--- src/rtl/lmrs_pkg.sv ---
// Shared types, codes and the control program of the LED matrix row scan driver.
package lmrs_pkg;

    localparam int MAX_ROWS_DEF      = 16;
    localparam int MAX_ROW_BYTES_DEF = 8;

    localparam int UPC_W   = 4;
    localparam int HGT_W   = 5;
    localparam int RBYTE_W = 4;
    localparam int ROW_W   = 4;
    localparam int CFG_W   = 5;
    localparam int CIDX_W  = 2;

    localparam logic [CIDX_W-1:0] REG_DISPLAY_ON   = 2'd0;
    localparam logic [CIDX_W-1:0] REG_PANEL_HEIGHT = 2'd1;
    localparam logic [CIDX_W-1:0] REG_ROW_BYTES    = 2'd2;

    localparam logic [2:0] ACT_SET    = 3'd0;
    localparam logic [2:0] ACT_CLEAR  = 3'd1;
    localparam logic [2:0] ACT_TOGGLE = 3'd2;
    localparam logic [2:0] ACT_QUERY  = 3'd3;
    localparam logic [2:0] ACT_SCAN   = 3'd4;

    localparam logic [1:0] KIND_QUERY = 2'd0;
    localparam logic [1:0] KIND_SHIFT = 2'd1;
    localparam logic [1:0] KIND_LATCH = 2'd2;

    // Program step addresses.
    localparam logic [UPC_W-1:0] STEP_FETCH     = 4'd0;
    localparam logic [UPC_W-1:0] STEP_DISPATCH  = 4'd1;
    localparam logic [UPC_W-1:0] STEP_PIX_ADDR  = 4'd2;
    localparam logic [UPC_W-1:0] STEP_PIX_READ  = 4'd3;
    localparam logic [UPC_W-1:0] STEP_PIX_APPLY = 4'd4;
    localparam logic [UPC_W-1:0] STEP_SCAN_ADDR = 4'd5;
    localparam logic [UPC_W-1:0] STEP_SCAN_READ = 4'd6;
    localparam logic [UPC_W-1:0] STEP_SCAN_EMIT = 4'd7;
    localparam logic [UPC_W-1:0] STEP_LATCH     = 4'd8;

    typedef enum logic [3:0] {
        DP_NONE,
        DP_LATCH_IN,
        DP_PIX_ADDR,
        DP_READ,
        DP_PIX_APPLY,
        DP_SCAN_ADDR,
        DP_SCAN_READ,
        DP_SCAN_EMIT,
        DP_ROW_LATCH
    } dp_op_t;

    typedef enum logic [2:0] {
        JMP_NEXT,
        JMP_GOTO,
        JMP_WAIT_IN,
        JMP_DISPATCH,
        JMP_LOOP
    } jmp_t;

    typedef struct packed {
        dp_op_t            op;
        jmp_t              jmp;
        logic [UPC_W-1:0]  target;
    } ctrl_t;

    typedef struct packed {
        logic in_fire;
        logic stall;
        logic bcnt_zero;
        logic is_pixel;
        logic is_scan_on;
    } status_t;

    function automatic ctrl_t program_rom(input logic [UPC_W-1:0] step);
        ctrl_t cw;
        unique case (step)
            STEP_FETCH:     cw = '{op: DP_LATCH_IN,  jmp: JMP_WAIT_IN,  target: STEP_FETCH};
            STEP_DISPATCH:  cw = '{op: DP_NONE,      jmp: JMP_DISPATCH, target: STEP_SCAN_ADDR};
            STEP_PIX_ADDR:  cw = '{op: DP_PIX_ADDR,  jmp: JMP_NEXT,     target: STEP_FETCH};
            STEP_PIX_READ:  cw = '{op: DP_READ,      jmp: JMP_NEXT,     target: STEP_FETCH};
            STEP_PIX_APPLY: cw = '{op: DP_PIX_APPLY, jmp: JMP_GOTO,     target: STEP_FETCH};
            STEP_SCAN_ADDR: cw = '{op: DP_SCAN_ADDR, jmp: JMP_NEXT,     target: STEP_FETCH};
            STEP_SCAN_READ: cw = '{op: DP_SCAN_READ, jmp: JMP_NEXT,     target: STEP_FETCH};
            STEP_SCAN_EMIT: cw = '{op: DP_SCAN_EMIT, jmp: JMP_LOOP,     target: STEP_FETCH};
            STEP_LATCH:     cw = '{op: DP_ROW_LATCH, jmp: JMP_GOTO,     target: STEP_FETCH};
            default:        cw = '{op: DP_NONE,      jmp: JMP_GOTO,     target: STEP_FETCH};
        endcase
        return cw;
    endfunction

endpackage

--- src/rtl/led_matrix_row_scan_driver.sv ---
// Top level of the LED matrix row scan driver.
// The block holds a one-bit-per-pixel frame store and answers set, clear, toggle, query and
// scan transfers one at a time under a small control program. A pixel transfer passes
// through five steps: accept, dispatch, address, store read and apply. A scan with the
// display on reads one byte ahead, then the single store read port delivers one shift
// byte per cycle, and the row latch result follows; a scan with the display off emits
// nothing. A stalled result output holds the program where it stands. The store needs no
// clearing pass: per-entry valid bits, cleared at reset, make unwritten bytes read as zero,
// so the block accepts transfers right after reset.
module led_matrix_row_scan_driver
#(
    parameter int MAX_ROWS      = lmrs_pkg::MAX_ROWS_DEF,
    parameter int MAX_ROW_BYTES = lmrs_pkg::MAX_ROW_BYTES_DEF
)
(
    input  logic                        clk,
    input  logic                        rst_n,
    input  logic                        cfg_we,
    input  logic [lmrs_pkg::CIDX_W-1:0] cfg_index,
    input  logic [lmrs_pkg::CFG_W-1:0]  cfg_data,
    input  logic                        s_axis_tvalid,
    output logic                        s_axis_tready,
    input  logic [15:0]                 s_axis_tdata,  // x[5:0], y[9:6], toggle_enable[10]
    input  logic [2:0]                  s_axis_tuser,  // action[2:0]
    output logic                        m_axis_tvalid,
    input  logic                        m_axis_tready,
    output logic [15:0]                 m_axis_tdata,  // shift_data[7:0], row_select[11:8],
                                                       // pixel_state[12]
    output logic [1:0]                  m_axis_tuser,  // kind[1:0]
    output logic                        m_axis_tlast
);

    lmrs_pkg::ctrl_t   ctrl;
    lmrs_pkg::status_t status;

    lmrs_useq u_useq
    (
        .clk    (clk),
        .rst_n  (rst_n),
        .status (status),
        .ctrl   (ctrl)
    );

    lmrs_datapath
    #(
        .MAX_ROWS      (MAX_ROWS),
        .MAX_ROW_BYTES (MAX_ROW_BYTES)
    )
    u_datapath
    (
        .clk           (clk),
        .rst_n         (rst_n),
        .ctrl          (ctrl),
        .status        (status),
        .cfg_we        (cfg_we),
        .cfg_index     (cfg_index),
        .cfg_data      (cfg_data),
        .s_axis_tvalid (s_axis_tvalid),
        .s_axis_tready (s_axis_tready),
        .s_axis_tdata  (s_axis_tdata),
        .s_axis_tuser  (s_axis_tuser),
        .m_axis_tvalid (m_axis_tvalid),
        .m_axis_tready (m_axis_tready),
        .m_axis_tdata  (m_axis_tdata),
        .m_axis_tuser  (m_axis_tuser),
        .m_axis_tlast  (m_axis_tlast)
    );

    a_latch_is_last: assert property (@(posedge clk) disable iff (!rst_n)
        (m_axis_tvalid && (m_axis_tuser == lmrs_pkg::KIND_LATCH)) |-> m_axis_tlast)
        else $error("Row latch transfer without last.");

    a_shift_not_last: assert property (@(posedge clk) disable iff (!rst_n)
        (m_axis_tvalid && (m_axis_tuser == lmrs_pkg::KIND_SHIFT)) |-> !m_axis_tlast)
        else $error("Shift byte transfer marked last.");

    a_stall_only_when_full: assert property (@(posedge clk) disable iff (!rst_n)
        status.stall |-> (m_axis_tvalid && !m_axis_tready))
        else $error("Program stalled while the result register could take a result.");

    a_no_accept_while_busy: assert property (@(posedge clk) disable iff (!rst_n)
        (s_axis_tvalid && s_axis_tready) |=> !s_axis_tready)
        else $error("New transfer accepted before the previous one was dispatched.");

endmodule

--- src/rtl/lmrs_useq.sv ---
// Step counter and control program that sequence the row scan datapath.
module lmrs_useq
(
    input  logic              clk,
    input  logic              rst_n,
    input  lmrs_pkg::status_t status,
    output lmrs_pkg::ctrl_t   ctrl
);

    logic [lmrs_pkg::UPC_W-1:0] upc_reg;
    logic [lmrs_pkg::UPC_W-1:0] upc_next;
    logic [lmrs_pkg::UPC_W-1:0] upc_inc;

    assign ctrl    = lmrs_pkg::program_rom(upc_reg);
    assign upc_inc = upc_reg + 1'b1;

    always_comb
    begin
        upc_next = upc_reg;
        if (!status.stall)
        begin
            case (ctrl.jmp)
                lmrs_pkg::JMP_NEXT:
                    upc_next = upc_inc;
                lmrs_pkg::JMP_GOTO:
                    upc_next = ctrl.target;
                lmrs_pkg::JMP_WAIT_IN:
                    upc_next = status.in_fire ? upc_inc : upc_reg;
                lmrs_pkg::JMP_DISPATCH:
                begin
                    if (status.is_pixel)
                        upc_next = upc_inc;
                    else if (status.is_scan_on)
                        upc_next = ctrl.target;
                    else
                        upc_next = lmrs_pkg::STEP_FETCH;
                end
                lmrs_pkg::JMP_LOOP:
                    upc_next = status.bcnt_zero ? upc_inc : upc_reg;
                default:
                    upc_next = lmrs_pkg::STEP_FETCH;
            endcase
        end
    end

    always_ff @(posedge clk or negedge rst_n)
    begin
        if (!rst_n)
            upc_reg <= lmrs_pkg::STEP_FETCH;
        else
            upc_reg <= upc_next;
    end

endmodule

--- src/rtl/lmrs_datapath.sv ---
// Datapath of the row scan driver: settings, frame store, address unit and result register.
module lmrs_datapath
#(
    parameter int MAX_ROWS      = lmrs_pkg::MAX_ROWS_DEF,
    parameter int MAX_ROW_BYTES = lmrs_pkg::MAX_ROW_BYTES_DEF
)
(
    input  logic                        clk,
    input  logic                        rst_n,
    input  lmrs_pkg::ctrl_t             ctrl,
    output lmrs_pkg::status_t           status,
    input  logic                        cfg_we,
    input  logic [lmrs_pkg::CIDX_W-1:0] cfg_index,
    input  logic [lmrs_pkg::CFG_W-1:0]  cfg_data,
    input  logic                        s_axis_tvalid,
    output logic                        s_axis_tready,
    input  logic [15:0]                 s_axis_tdata,
    input  logic [2:0]                  s_axis_tuser,
    output logic                        m_axis_tvalid,
    input  logic                        m_axis_tready,
    output logic [15:0]                 m_axis_tdata,
    output logic [1:0]                  m_axis_tuser,
    output logic                        m_axis_tlast
);

    localparam int DEPTH  = MAX_ROWS * MAX_ROW_BYTES;
    localparam int ADDR_W = (DEPTH > 1) ? $clog2(DEPTH) : 1;

    logic                                display_on_reg;
    logic [lmrs_pkg::HGT_W-1:0]          height_reg;
    logic [lmrs_pkg::RBYTE_W-1:0]        rbytes_reg;
    logic [lmrs_pkg::HGT_W-1:0]          eff_h;
    logic [lmrs_pkg::RBYTE_W-1:0]        eff_rb;

    logic [2:0]                          action_reg;
    logic [5:0]                          x_reg;
    logic [lmrs_pkg::ROW_W-1:0]          y_reg;
    logic                                tog_reg;

    logic [lmrs_pkg::ROW_W-1:0]          cnt_reg;
    logic [lmrs_pkg::ROW_W-1:0]          cnt_next;
    logic [lmrs_pkg::ROW_W-1:0]          row_reg;
    logic [lmrs_pkg::ROW_W-1:0]          cur_row;
    logic [lmrs_pkg::HGT_W-1:0]          row_inc;
    logic [lmrs_pkg::HGT_W-1:0]          row_sel_full;

    logic [ADDR_W-1:0]                   addr_reg;
    logic [lmrs_pkg::RBYTE_W-1:0]        bcnt_reg;
    logic                                in_panel_reg;
    logic                                in_panel;
    logic [lmrs_pkg::ROW_W-1:0]          mul_a;
    logic [7:0]                          prod;
    logic [6:0]                          add_term;
    logic [6:0]                          addr_sum;

    logic [7:0]                          mem [DEPTH];
    logic [DEPTH-1:0]                    valid_reg;
    logic [7:0]                          rd_data_reg;
    logic                                rd_valid_reg;
    logic [7:0]                          byte_val;
    logic [7:0]                          bit_mask;
    logic [7:0]                          wr_data;
    logic                                rd_en;
    logic                                wr_en;

    logic                                emit_req;
    logic                                emit_fire;
    logic                                stall;
    logic                                m_valid_reg;
    logic                                m_valid_next;
    logic [1:0]                          kind_reg;
    logic [7:0]                          shift_reg;
    logic [lmrs_pkg::ROW_W-1:0]          rsel_reg;
    logic                                pix_reg;
    logic                                last_reg;

    // Settings; out-of-range values are clamped on use.
    always_ff @(posedge clk or negedge rst_n)
    begin
        if (!rst_n)
        begin
            display_on_reg <= 1'b0;
            height_reg     <= 5'd16;
            rbytes_reg     <= 4'd4;
        end
        else if (cfg_we)
        begin
            unique case (cfg_index)
                lmrs_pkg::REG_DISPLAY_ON:   display_on_reg <= cfg_data[0];
                lmrs_pkg::REG_PANEL_HEIGHT: height_reg     <= cfg_data;
                lmrs_pkg::REG_ROW_BYTES:    rbytes_reg     <= cfg_data[lmrs_pkg::RBYTE_W-1:0];
                default:                    ;
            endcase
        end
    end

    always_comb
    begin
        if (height_reg == '0)
            eff_h = 5'd1;
        else if (height_reg > lmrs_pkg::HGT_W'(MAX_ROWS))
            eff_h = lmrs_pkg::HGT_W'(MAX_ROWS);
        else
            eff_h = height_reg;
        if (rbytes_reg == '0)
            eff_rb = 4'd1;
        else if (rbytes_reg > lmrs_pkg::RBYTE_W'(MAX_ROW_BYTES))
            eff_rb = lmrs_pkg::RBYTE_W'(MAX_ROW_BYTES);
        else
            eff_rb = rbytes_reg;
    end

    assign s_axis_tready = (ctrl.op == lmrs_pkg::DP_LATCH_IN);

    always_ff @(posedge clk)
    begin
        if (s_axis_tvalid && s_axis_tready)
        begin
            action_reg <= s_axis_tuser;
            x_reg      <= s_axis_tdata[5:0];
            y_reg      <= s_axis_tdata[9:6];
            tog_reg    <= s_axis_tdata[10];
        end
    end

    // Address unit: one small multiply and an add per address step.
    assign cur_row  = ({1'b0, cnt_reg} >= eff_h) ? '0 : cnt_reg;
    assign mul_a    = (ctrl.op == lmrs_pkg::DP_SCAN_ADDR) ? cur_row : y_reg;
    assign prod     = {4'd0, mul_a} * {4'd0, eff_rb};
    assign add_term = (ctrl.op == lmrs_pkg::DP_SCAN_ADDR) ? {3'd0, eff_rb - 4'd1}
                                                          : {4'd0, x_reg[5:3]};
    assign addr_sum = prod[6:0] + add_term;
    assign in_panel = ({1'b0, y_reg} < eff_h) && ({1'b0, x_reg[5:3]} < eff_rb);

    assign row_inc      = {1'b0, row_reg} + 5'd1;
    assign cnt_next     = (row_inc >= eff_h) ? '0 : row_inc[lmrs_pkg::ROW_W-1:0];
    assign row_sel_full = eff_h - 5'd1 - {1'b0, row_reg};

    assign emit_req  = ((ctrl.op == lmrs_pkg::DP_PIX_APPLY) && (action_reg == lmrs_pkg::ACT_QUERY))
                    || (ctrl.op == lmrs_pkg::DP_SCAN_EMIT)
                    || (ctrl.op == lmrs_pkg::DP_ROW_LATCH);
    assign stall     = emit_req && m_valid_reg && !m_axis_tready;
    assign emit_fire = emit_req && !stall;

    assign rd_en = (ctrl.op == lmrs_pkg::DP_READ) || (ctrl.op == lmrs_pkg::DP_SCAN_READ)
                || ((ctrl.op == lmrs_pkg::DP_SCAN_EMIT) && !stall && (bcnt_reg != '0));
    assign wr_en = (ctrl.op == lmrs_pkg::DP_PIX_APPLY) && in_panel_reg
                && (action_reg != lmrs_pkg::ACT_QUERY);

    assign byte_val = rd_valid_reg ? rd_data_reg : 8'h00;
    assign bit_mask = 8'h01 << x_reg[2:0];

    always_comb
    begin
        case (action_reg)
            lmrs_pkg::ACT_SET:    wr_data = byte_val | bit_mask;
            lmrs_pkg::ACT_CLEAR:  wr_data = byte_val & ~bit_mask;
            lmrs_pkg::ACT_TOGGLE: wr_data = byte_val ^ (tog_reg ? bit_mask : 8'h00);
            default:              wr_data = byte_val;
        endcase
    end

    always_ff @(posedge clk)
    begin
        if (ctrl.op == lmrs_pkg::DP_PIX_ADDR)
        begin
            addr_reg     <= addr_sum[ADDR_W-1:0];
            in_panel_reg <= in_panel;
        end
        else if (ctrl.op == lmrs_pkg::DP_SCAN_ADDR)
        begin
            addr_reg <= addr_sum[ADDR_W-1:0];
            row_reg  <= cur_row;
            bcnt_reg <= eff_rb;
        end
        else if (rd_en && (ctrl.op != lmrs_pkg::DP_READ))
        begin
            addr_reg <= addr_reg - 1'b1;
            bcnt_reg <= bcnt_reg - 1'b1;
        end
    end

    always_ff @(posedge clk)
    begin
        if (wr_en)
            mem[addr_reg] <= wr_data;
        if (rd_en)
        begin
            rd_data_reg  <= mem[addr_reg];
            rd_valid_reg <= valid_reg[addr_reg];
        end
    end

    // An entry not yet written reads as zero, which matches a cleared display.
    always_ff @(posedge clk or negedge rst_n)
    begin
        if (!rst_n)
            valid_reg <= '0;
        else if (wr_en)
            valid_reg[addr_reg] <= 1'b1;
    end

    always_ff @(posedge clk or negedge rst_n)
    begin
        if (!rst_n)
            cnt_reg <= '0;
        else if ((ctrl.op == lmrs_pkg::DP_ROW_LATCH) && !stall)
            cnt_reg <= cnt_next;
    end

    always_comb
    begin
        m_valid_next = m_valid_reg;
        if (emit_fire)
            m_valid_next = 1'b1;
        else if (m_axis_tready)
            m_valid_next = 1'b0;
    end

    always_ff @(posedge clk or negedge rst_n)
    begin
        if (!rst_n)
            m_valid_reg <= 1'b0;
        else
            m_valid_reg <= m_valid_next;
    end

    always_ff @(posedge clk)
    begin
        if (emit_fire)
        begin
            kind_reg  <= lmrs_pkg::KIND_QUERY;
            shift_reg <= 8'h00;
            rsel_reg  <= '0;
            pix_reg   <= 1'b0;
            last_reg  <= 1'b1;
            if (ctrl.op == lmrs_pkg::DP_SCAN_EMIT)
            begin
                kind_reg  <= lmrs_pkg::KIND_SHIFT;
                shift_reg <= byte_val ^ 8'hFF;
                last_reg  <= 1'b0;
            end
            else if (ctrl.op == lmrs_pkg::DP_ROW_LATCH)
            begin
                kind_reg <= lmrs_pkg::KIND_LATCH;
                rsel_reg <= row_sel_full[lmrs_pkg::ROW_W-1:0];
            end
            else
            begin
                pix_reg <= in_panel_reg & byte_val[x_reg[2:0]];
            end
        end
    end

    assign m_axis_tvalid = m_valid_reg;
    assign m_axis_tdata  = {3'd0, pix_reg, rsel_reg, shift_reg};
    assign m_axis_tuser  = kind_reg;
    assign m_axis_tlast  = last_reg;

    assign status.in_fire    = s_axis_tvalid && s_axis_tready;
    assign status.stall      = stall;
    assign status.bcnt_zero  = (bcnt_reg == '0);
    assign status.is_pixel   = (action_reg <= lmrs_pkg::ACT_QUERY);
    assign status.is_scan_on = (action_reg == lmrs_pkg::ACT_SCAN) && display_on_reg;

endmodule

--- config.mk ---
export PLATFORM = sky130hd
export DESIGN_NAME = led_matrix_row_scan_driver
export DESIGN_NICKNAME = d
export VERILOG_FILES = /design/src/rtl/lmrs_pkg.sv /design/src/rtl/led_matrix_row_scan_driver.sv /design/src/rtl/lmrs_useq.sv /design/src/rtl/lmrs_datapath.sv
export SDC_FILE = /design/constraint.sdc
export NUM_CORES = 1
export LEC_CHECK = 0
export BUFFER_PORTS_ARGS = -buffer_cell sky130_fd_sc_hd__buf_2
export CAP_MARGIN = 20
export CELL_PAD_IN_SITES_DETAIL_PLACEMENT = 1
export CELL_PAD_IN_SITES_GLOBAL_PLACEMENT = 1
export CORE_ASPECT_RATIO = 0.8
export CORE_MARGIN = 4
export CORE_UTILIZATION = 50
export CTS_BUF_LIST = sky130_fd_sc_hd__clkbuf_8
export CTS_CLUSTER_SIZE = 25
export DETAILED_ROUTE_END_ITERATION = 10
export GPL_ROUTABILITY_DRIVEN = 0
export PLACE_DENSITY_LB_ADDON = 0.1
export SYNTH_ARGS = -nofsm -noshare
export SYNTH_HDL_FRONTEND = slang
export SYNTH_SLANG_ARGS = --single-unit
--- constraint.sdc ---
create_clock -name clk -period 8.6 [get_ports clk]
set_input_delay 1.72 -clock clk [delete_from_list [all_inputs] [get_ports clk]]
set_output_delay 1.72 -clock clk [all_outputs]
set_load 0.03 [all_outputs]
* Word-level counts from Yosys, hierarchy flattened
Memory sizes are Yosys's and may differ from the RTL's. A register that Yosys moved wholly into a read port is not among the register bits.
Index checks and enable logic that the tools add are counted.
** Operators by class
- Add/sub/neg operators :: 8
- Multiply operators :: 1
- Order comparisons :: 10
- Eq/ne operators :: 22
- Shifts and indexed selects :: 1
- Multiplexer cells :: 33
- Bitwise gates (word level) :: 10
- Reductions and logical operators :: 38
** Operator list (count)
- $or A128 B128 Y128 :: 1
- $mux W4 :: 12
- $pmux W8 S3 :: 1
- $mux W7 :: 3
- $pmux W4 S5 :: 1
- $eq A4 B3 Y1 const B :: 4
- $mux W8 :: 2
- $not A8 Y8 :: 2
- $logic_and A1 B1 Y1 :: 14
- $eq A3 B2 Y1 const B :: 4
- $sub A4 B1 Y4 const B :: 3
- $mux W5 :: 2
- $reduce_and A2 Y1 :: 5
- $and A8 B8 Y8 :: 1
- $eq A4 B2 Y1 const B :: 2
- $logic_not A4 Y1 :: 2
- $lt A7 B8 Y1 const B :: 1
- $mux W1 :: 8
- $or A8 B8 Y8 :: 1
- $shl A1 B3 Y8 const A :: 1
- $xor A8 B8 Y8 :: 1
- $add A7 B7 Y7 :: 1
- $bmux W1 S7 :: 1
- $demux W1 S7 :: 1
- 37 further kinds :: 49
** Word-level totals
- Register bits :: 194
- Memory bits (writable) :: 1024
- Bits in read-only memories :: 144
- Input bits :: 31
- Output and inout bits :: 21
- Word-level logic and storage cells :: 146
- Memories :: 2
** Memories
- u_datapath.mem :: depth 128, bits a word 8, rd ports 1, clocked after memory_dff 1, write ports 1, RTL line lmrs_datapath.sv:56 : logic [7:0] mem [DEPTH];
- (no name shown) :: depth 16, bits a word 9, rd ports 1, clocked after memory_dff 0, write ports 0, RTL line lmrs_pkg.sv:75 : unique case (step)

* Depth between registers and ports, before layout
Gate-level depths: netlist of the first run.
An unclocked memory read counts as a cell.
- Depth after elaboration :: 15
- Mapped depth :: 21
- Mapped depth without buffers :: 21

* Modules after synthesis
A second synthesis of the first run with hierarchy kept.
** Unflattened totals
- Cells, all modules :: 3118
- Area, all modules :: 50254.4 um2
** Modules (own cells, without submodules)
- lmrs_datapath :: times used 1, cells an instance 3062, area each 49772.7 um2
- lmrs_useq :: times used 1, cells an instance 56, area each 481.7 um2

* Least setup slack after synthesis of the first run
Ideal clock, no wire load.
- Kind :: flip-flop to flip-flop
- From :: reg u_datapath.action_reg[2]
- To :: mem u_datapath.mem[0][2], data pin
- Arrival :: 6436 ps
- Data required time :: 7358 ps
- Setup slack :: 921 ps
- Stages on the path, launching flop included :: 4
- Period minus slack after synthesis :: 7679 ps
- Cell sequence :: edfxtp_1 -> nor3_1 -> a21oi_1 -> o32ai_1
** On the way
- Word-level cells in the longest chain between the ends :: 2
- Elaborated cells between the ends (all ways) :: 4
** Ends and longest elaborated chain
- start: declaration :: RTL line lmrs_datapath.sv:35 : logic [2:0] action_reg;
- start signal: assignment :: RTL line lmrs_datapath.sv:119 : action_reg <= s_axis_tuser;
- $eq A3 B2 Y1, or another cell as far along :: RTL line lmrs_datapath.sv:155 : case (action_reg)
- $pmux W8 S3 (*) :: RTL line lmrs_datapath.sv:155
- named net u_datapath.wr_data[2] :: RTL line lmrs_datapath.sv:62 : logic [7:0] wr_data;
- end: declaration :: RTL line lmrs_datapath.sv:56
Mark *: on every way through the listed nets, which the timed path passes. The rest lies on a longest branch.

* Worst setup path in the final report of the first run
- From :: reg u_useq.upc_reg[2] (netlist bit)
- To :: reg u_datapath.addr_reg[6], data pin
** On the way
- Word-level cells in the longest chain between the ends :: 7
- Elaborated cells between the ends (all ways) :: 9
** Ends and longest elaborated chain
- start: declaration :: RTL line lmrs_useq.sv:10 : logic [lmrs_pkg::UPC_W-1:0] upc_reg;
- start signal: assignment :: RTL line lmrs_useq.sv:49 : upc_reg <= lmrs_pkg::STEP_FETCH;
- start signal: assignment :: RTL line lmrs_useq.sv:51 : upc_reg <= upc_next;
- $mem_v2 Z16 W9 (*)
- $eq A4 B3 Y1 :: RTL line lmrs_datapath.sv:128, lmrs_datapath.sv:130, lmrs_datapath.sv:170
- $mux W4 :: RTL line lmrs_datapath.sv:128 : assign mul_a = (ctrl.op == lmrs_pkg::DP_SCAN_ADDR) ? cur_row : y_reg;
- $mul A4 B4 Y7 :: RTL line lmrs_datapath.sv:129 : assign prod = {4'd0, mul_a} * {4'd0, eff_rb};
- $add A7 B7 Y7 :: RTL line lmrs_datapath.sv:132 : assign addr_sum = prod[6:0] + add_term;
- $mux W7 :: RTL line lmrs_datapath.sv:170 : else if (ctrl.op == lmrs_pkg::DP_SCAN_ADDR)
- $mux W7 (*) :: RTL line lmrs_datapath.sv:165 : if (ctrl.op == lmrs_pkg::DP_PIX_ADDR)
- end signal: assignment :: RTL line lmrs_datapath.sv:167 : addr_reg <= addr_sum[ADDR_W-1:0];
- end signal: assignment :: RTL line lmrs_datapath.sv:172 : addr_reg <= addr_sum[ADDR_W-1:0];
- end signal: assignment :: RTL line lmrs_datapath.sv:178 : addr_reg <= addr_reg - 1'b1;
- end: declaration :: RTL line lmrs_datapath.sv:47 : logic [ADDR_W-1:0] addr_reg;
Mark *: on every way between the ends. The rest lies on a longest branch, timed or not.
A chain may end at the register's enable or synchronous reset.

==> impl_metrics.csv, run 1 <==
group,metric,value,unit
yosys,synth_cell_types,82,
clocking,cts-resized-gates,0,
yosys,yosysMostFrequentCell,"edfxtp_1",
sta,hold_violations,0,
min_path,min_to,"u_datapath.valid_reg[95]$_DFFE_PN0P_",
routing,drt_iter0_drc,4121,
sta,rsz0062_at_grt,"false",
run,maxCapViolations,0,
sta,maxSlewViolCount,0,
placement,io_buffers,43,
layout,largest_reg_flops,1024,
pwr,p_total,0.0198,W
layout,regArea,0.0361,mm²
layout,area_growth,10.7,%
layout,multiInputGateArea,0.0129,mm²
layout,n_fill_cell,9060,
pwr,switching_share,40.2,%
pwr,cell_internal_pwr,0.0119,W
die,fp.dieH,291,µm
clocking,numCtsBuffers,188,
yosys,synth_edf_count,1079,
routing,drc,0,
routing,drt-total-wl,162000,µm
status,status,"finished clean",
clocking,clkTransAtPathRegs,0.06,ns
sta,fmaxAchievable,187,MHz
placement,post_dp_cell_area,0.0516,mm²
critical_path,worstRegToRegCells,16,
grt,grt_max_degree,97,
grt,grt_usage,30.8,%
critical_path,crit_path_end_kind,"flip-flop",
yosys,synth_top_area_share,64.9,%
yosys,yosys-top-cells-count,"1079 x edfxtp_1, 235 x nor2_1, 145 x dfrtp_1",
min_path,worstHoldStart,"u_datapath.valid_reg[95]$_DFFE_PN0P_",
grt,grt_pass1_wl,232000,µm
yosys,ys.flop_type,"edfxtp_1",
routing,first_pass_iters,6,
yosys,synth_area,0.0499,mm²
die,initial_utilization,50.5,%
critical_path,start_kind,"flip-flop",
routing,antenna_left,0,
pwr,p_switching,0.00798,W
clocking,clock_sinks,1226,
critical_path,path_class,"reg2reg",
yosys,syn_inst,3076,
sta,worstMarginPinSlew,1.26,ns
layout,utilization,55.9,%
sta,min_period,5.36,ns
sta,finalSetupViolations,0,
critical_path,worstPathArrival,5.98,ns
pwr,power_frac_comb,37.9,%
sta,finalCritPeriodShare,62.3,%
critical_path,r2r_slack,3.24,ns
yosys,ys_seq_elements,1226,
clocking,clock-root-buffer,"clkbuf_8",
die,placement_rows,103,
routing,vias,30734,
layout,final_layout_size_suffix_gt1_share,21.9,%
pwr,powerDensity,359,mW/mm²
die,chipWidth,361,µm
pwr,p_leak,19.7,nW
critical_path,slowest_stage,"nand3_1",
yosys,synth_top_cell_by_area,"edfxtp_1",
clocking,cts_tree,"done",
sta,layout_setup_ws,3.24,ns
pwr,clock_power_share,23.4,%
clocking,clk_path_buf_depth,3,
clocking,htree_num_levels,4,
clocking,cts_hold_buffers,0,
die,die-area,0.105,mm²
pwr,peakVddDrop,0.198,mV
sta,fin_skew,0.0408,ns
critical_path,r2r-start,"u_useq.upc_reg[2]$_DFFE_PN0P_",
yosys,avgSynthCellArea,16.2,µm²
yosys,ys_seq_area_share,72.3,%
routing,wl_per_cell,34.6,µm
grt,grt_remaining_overflow,0,
grt,grt_pass1_vias,31637,
critical_path,worst-path-max-fanout,16,
critical_path,critPathMostFrequentCell,"fa_1",
yosys,async_flop_share,12.0,%
clocking,worstSkewPairLatency,0.90,ns
routing,vias_per_cell,6.55,
critical_path,required,9.22,ns
die,ios,52,
placement,hpwl,97400,µm
min_path,hold_class,"reg2reg",
grt,antenna_found_initial,7,
placement,dp_slack,3.27,ns
critical_path,crit_chain,"nor2b_1, nand3_1, inv_2, nand2_1, a211oi_1, nor2_1, or2_2, fa_1, fa_1, inv_1, ha_1, a21oi_1, o21ai_0, xor2_1, nand2b_1, o211ai_1",
yosys,ys_top_cells_by_area,"edfxtp_1 65%, dfrtp_1 7.3%, mux4_2 4.1%",
yosys,yosys_warnings,0,
critical_path,reg2reg_to,"u_datapath.addr_reg[6]$_DFFE_PP_",
die,core_area,0.0988,mm²
sta,fin_tns_setup,0,ns
layout,stdcell_area,0.0553,mm²
critical_path,critPathMaxStageDelay,0.55,ns
min_path,hold_depth,1,
sta,maxSlewHeadroom,16.3,%
layout,fin_nets,3285,
clocking,cts_setup_buffers,0,
pwr,pwr-share-seq,38.8,%
per-layer routing:
metal	part of all wire (%)	wire length, µm	track usage, %	up-vias
met5	0.0049	8	0	-
met4	3.5	5630	11.8	2
met3	11	18200	8.15	344
met2	44	71900	45.4	1868
met1	41	66400	44.3	16029
li1	-	-	-	12491
layout by cell type, fill, tap and decap left out, types with 20 or more instances in the layout:
cell type,n
nor2_1,233
dfrtp_1,145
a22o_1,25
ha_1,40
a22oi_1,51
o22ai_1,31
o221ai_1,22
or2_2,137
edfxtp_1,1079
o21ai_0,83
a221oi_1,132
nand2_1,133
clkinv_1,36
buf_4,70
inv_1,110
a21oi_1,103
buf_2,44
clkbuf_8,205
mux4_2,91
nor3_1,20
nand3_1,25
clkinv_2,20
mux2i_1,108
a221o_1,28
mux2_2,94
cell type report:
cell class / instances / area share (%)
tap: 1312 / 2.97
sequential: 1226 / 65.3
clock inverter: 151 / 1.33
timing repair buffer: 129 / 1.72
antenna: 5 / 0.0226
clock buffer: 205 / 5.11
inverter: 34 / 0.236
multi-input combinational: 1628 / 23.3
worst max-delay path, delay by kind of cell, from the launching register on:
| family | cells | cell delay, ns |
|---|---|---|
| AND/OR/NAND/NOR | 6 | 1.66 |
| adder cells (fa/ha/maj) | 3 | 1.32 |
| AO/OA/AOI/OAI | 4 | 0.84 |
| flip-flops | 1 | 0.53 |
| buffers and inverters | 2 | 0.50 |
| XOR/XNOR | 1 | 0.24 |
worst max-delay path by stage:
stage                                              start                          endpoint
floorplan             u_datapath.action_reg[2]$_DFFE_PP_    u_datapath.mem[0][2]$_DFFE_PP_
CTS                 u_datapath.height_reg[3]$_DFFE_PN0P_  u_datapath.addr_reg[6]$_DFFE_PP_
detailed placement  u_datapath.height_reg[3]$_DFFE_PN0P_  u_datapath.addr_reg[6]$_DFFE_PP_
global route               u_useq.upc_reg[2]$_DFFE_PN0P_  u_datapath.addr_reg[6]$_DFFE_PP_
global placement    u_datapath.height_reg[3]$_DFFE_PN0P_  u_datapath.addr_reg[6]$_DFFE_PP_
finish                     u_useq.upc_reg[2]$_DFFE_PN0P_  u_datapath.addr_reg[6]$_DFFE_PP_
through the flow:
step                      cells  hold WS [ns]
final                      4690         0.462
after global routing       4686         0.475
after CTS                  4673         0.464
after detailed placement   4317         0.450
after global placement     4315         0.445
after floorplan            3078         0.433
kinds of logic (layout without fill, tap and decap cells):
kind of cell / count (synthesis) / after routing / share of synthesized area, %
DFF: 1226 / 1226 / 72.3
and+or+nand+nor: 638 / 638 / 6.07
AOI/OAI and AO/OA: 625 / 625 / 9.26
muxes: 296 / 296 / 8.47
buffers and inverters: 224 / 519 / 2.31
adders and majority gates: 47 / 47 / 1.28
xor gates and xnor gates: 18 / 18 / 0.316
other: 2 / 9 / 0.0150
power groups by stage:
| stage | logic [W] | registers (W) | clock network [W] |
|---|---|---|---|
| 2_1_floorplan | 0.00420 | 0.00784 | 0 |
| 3_3_place_gp | 0.00708 | 0.00779 | 0 |
| 3_5_place_dp | 0.00728 | 0.00781 | 0 |
| 4_1_cts | 0.00732 | 0.00769 | 0.00469 |
| 5_1_grt | 0.00776 | 0.00773 | 0.00499 |
| 6_report | 0.00751 | 0.00770 | 0.00464 |
Power figures use the tool's default switching activity.
==> run 2, diff against run 1 <==
==> constraint.sdc (replaced) <==
create_clock -name clk -period 4.65 [get_ports clk]
set_input_delay 0.93 -clock clk [delete_from_list [all_inputs] [get_ports clk]]
set_output_delay 0.93 -clock clk [all_outputs]
set_load 0.03 [all_outputs]
==> run 2 against run 1 <==
Net effect: the run now ends with setup timing left; flip-flop and latch count stayed put; final cell count is 5.2% higher; clock-buffer cell count is 9 higher; die area stayed put; clock power is 87% higher; combinational power is 100% higher; sequential power is 86% higher; global-route usage is 1.4 points higher; hold slack worse by 0.27 ns; total power is 93% higher; clock skew is 0.012 ns higher; first-iteration DRC count is 10% higher; highest routed layer unchanged.
==> impl_metrics.csv, run 2 (synthesized netlist as in run 1, its figures left out) <==
group,metric,value,unit
routing,drc,0,
sta,worstMarginPinSlew,1.16,ns
run,maxCapViolations,0,
min_path,worstHoldStart,"s_axis_tdata[0]",
grt,grt_usage,32.2,%
clocking,cts_tree,"done",
critical_path,worstPathArrival,5.56,ns
die,placement_rows,103,
placement,post_dp_cell_area,0.0536,mm²
clocking,htree_num_levels,4,
layout,stdcell_area,0.0575,mm²
grt,grt_max_degree,129,
clocking,numCtsBuffers,188,
die,core_area,0.0988,mm²
status,violations,"setup timing",
die,fp.dieH,291,µm
sta,hold_violations,0,
routing,drt-total-wl,169000,µm
clocking,clock-root-buffer,"clkbuf_8",
grt,antenna_found_initial,4,
die,initial_utilization,50.5,%
clocking,clkTransAtPathRegs,0.06,ns
clocking,worstSkewPairLatency,0.93,ns
min_path,min_to,"u_datapath.x_reg[0]$_DFFE_PP_",
sta,finalCritPeriodShare,106,%
critical_path,worst-path-max-fanout,4,
grt,grt_pass1_vias,33421,
clocking,clock_sinks,1226,
sta,maxSlewViolCount,0,
layout,final_layout_size_suffix_gt1_share,27.4,%
sta,worst_hold_slack,0.194,ns
die,ios,52,
layout,final_cell_mix,"1079 x edfxtp_1, 307 x buf_4, 232 x nor2_1",
routing,wl_per_cell,34.2,µm
status,status,"complete, but fails checks",
pwr,p_leak,21.2,nW
critical_path,start_kind,"flip-flop",
sta,fin_skew,0.0532,ns
sta,layout_setup_ws,-0.262,ns
critical_path,worstRegToRegCells,20,
sta,min_period,4.91,ns
routing,vias_per_cell,6.59,
sta,maxSlewHeadroom,21.8,%
critical_path,slowest_stage,"fa_1",
grt,grt_remaining_overflow,0,
pwr,peakVddDrop,0.595,mV
critical_path,r2r-start,"u_datapath.height_reg[2]$_DFFE_PN0P_",
critical_path,reg2reg_to,"u_datapath.addr_reg[6]$_DFFE_PP_",
die,chipWidth,361,µm
critical_path,r2r_slack,-0.26,ns
sta,finalSetupViolations,4,
routing,antenna_left,0,
placement,io_buffers,43,
die,die-area,0.105,mm²
layout,fin_nets,3533,
grt,grt_pass1_wl,244000,µm
min_path,hold_depth,1,
critical_path,crit_path_end_kind,"flip-flop",
layout,n_fill_cell,9078,
routing,vias,32478,
sta,rsz0062_at_grt,"true",
layout,mostFrequentLayoutCell,"edfxtp_1",
placement,hpwl,108000,µm
critical_path,required,5.30,ns
critical_path,critPathMaxStageDelay,0.57,ns
clocking,clk_path_buf_depth,3,
sta,fmaxAchievable,204,MHz
layout,largest_reg_flops,1024,
critical_path,path_class,"reg2reg",
critical_path,crit_chain,"nor3_2, nor2_1, nor2_2, ha_1, nand2b_4, a21o_1, a21o_1, a21oi_4, o211ai_1, a21o_1, fa_1, fa_1, fa_1, inv_2, ha_4, a21oi_4, o21ai_2, xor2_1, nand2b_1, o211ai_1",
routing,first_pass_iters,6,
routing,drt_iter0_drc,4539,
pwr,powerDensity,666,mW/mm²
layout,area_growth,15.1,%
min_path,hold_class,"in2reg",
-- run 2: cell types whose count changed in the layout (fill, tap and decap cells not counted), sizes merged --
cell | before | now
clkbuf | 205 | 215
dlygate4sd3 | 0 | 1
buf | 129 | 375
diode | 5 | 2
inv | 121 | 131
bufinv | 3 | 2
clkinv | 57 | 36
-- run 2: layout make-up --
type / instances / area (µm²) / area share, %
repair buffers: 377 / 3040 / 5.28
flip-flops and latches: 1226 / 36100 / 62.8
clock buffers: 214 / 2950 / 5.13
multi-input cells: 1628 / 12900 / 22.5
well taps: 1312 / 1640 / 2.86
inverters: 34 / 130 / 0.226
diodes: 2 / 5.00 / 0.00871
clock inverters: 139 / 663 / 1.15
-- run 2: report_power, final --
group,switching (W),leakage [nW],internal (W)
Combinational,0.0104,7.08,0.00486
Clock,0.00433,2.19,0.00432
Sequential,0.000542,11.9,0.0138
Total,0.0153,21.2,0.0230
-- run 2: worst max-delay path by stage --
| stage | startpoint | slack, ns | to | cells after the start |
|---|---|---|---|---|
| 3_3_place_gp | u_datapath.height_reg[3]$_DFFE_PN0P_ | -0.23 | u_datapath.addr_reg[6]$_DFFE_PP_ | 20 |
| 6_report | u_datapath.height_reg[2]$_DFFE_PN0P_ | -0.26 | u_datapath.addr_reg[6]$_DFFE_PP_ | 20 |
| 5_1_grt | u_datapath.height_reg[3]$_DFFE_PN0P_ | -0.53 | u_datapath.addr_reg[6]$_DFFE_PP_ | 20 |
| 4_1_cts | u_datapath.height_reg[1]$_DFFE_PN0P_ | -0.20 | u_datapath.addr_reg[6]$_DFFE_PP_ | 20 |
| 2_1_floorplan | u_datapath.action_reg[2]$_DFFE_PP_ | -0.08 | u_datapath.mem[0][2]$_DFFE_PP_ | 3 |
| 3_5_place_dp | u_datapath.height_reg[3]$_DFFE_PN0P_ | -0.39 | u_datapath.addr_reg[6]$_DFFE_PP_ | 20 |
-- run 2: repair_timing --
item                                    4_1_cts  5_1_grt
pin swaps                                    10        9
cloned                                        0        0
endpoints found under the setup margin        4        4
buffers inserted                             18        5
gates resized for setup                      10        6
endpoints found under the hold margin         1        0
hold buffers                                  1        0
-- run 2: metrics by stage --
step / utilization, % / cells / setup TNS [ns] / setup WS, ns / total power [W]
6_report: 58.1 / 4932 / -0.670 / -0.262 / 0.0383
5_1_grt: 58.1 / 4931 / -1.65 / -0.531 / 0.0395
4_1_cts: 58.1 / 4925 / -0.414 / -0.195 / 0.0379
3_5_place_dp: 54.2 / 4553 / -1.04 / -0.394 / 0.0290
3_3_place_gp: 54.2 / 4552 / -0.414 / -0.228 / 0.0286
2_1_floorplan: - / 3078 / -36.50 / -0.0805 / 0.0222
-- run 2: routing by layer --
layer  wire length (µm)  GRT usage [%]
met5                  9              0
met4               7060           13.2
met3              19800           8.85
met2              73700           46.7
met1              68300           46.5
-- run 2: worst max-delay path: cells and delay by family, from the launching register on --
kind	cells	cell delay [ns]
AND/OR/NAND/NOR	5	0.72
flip-flops	1	0.40
XOR/XNOR	1	0.21
AO/OA/AOI/OAI	8	1.18
adder cells (fa/ha/maj)	5	2.09
buffers and inverters	1	0.06
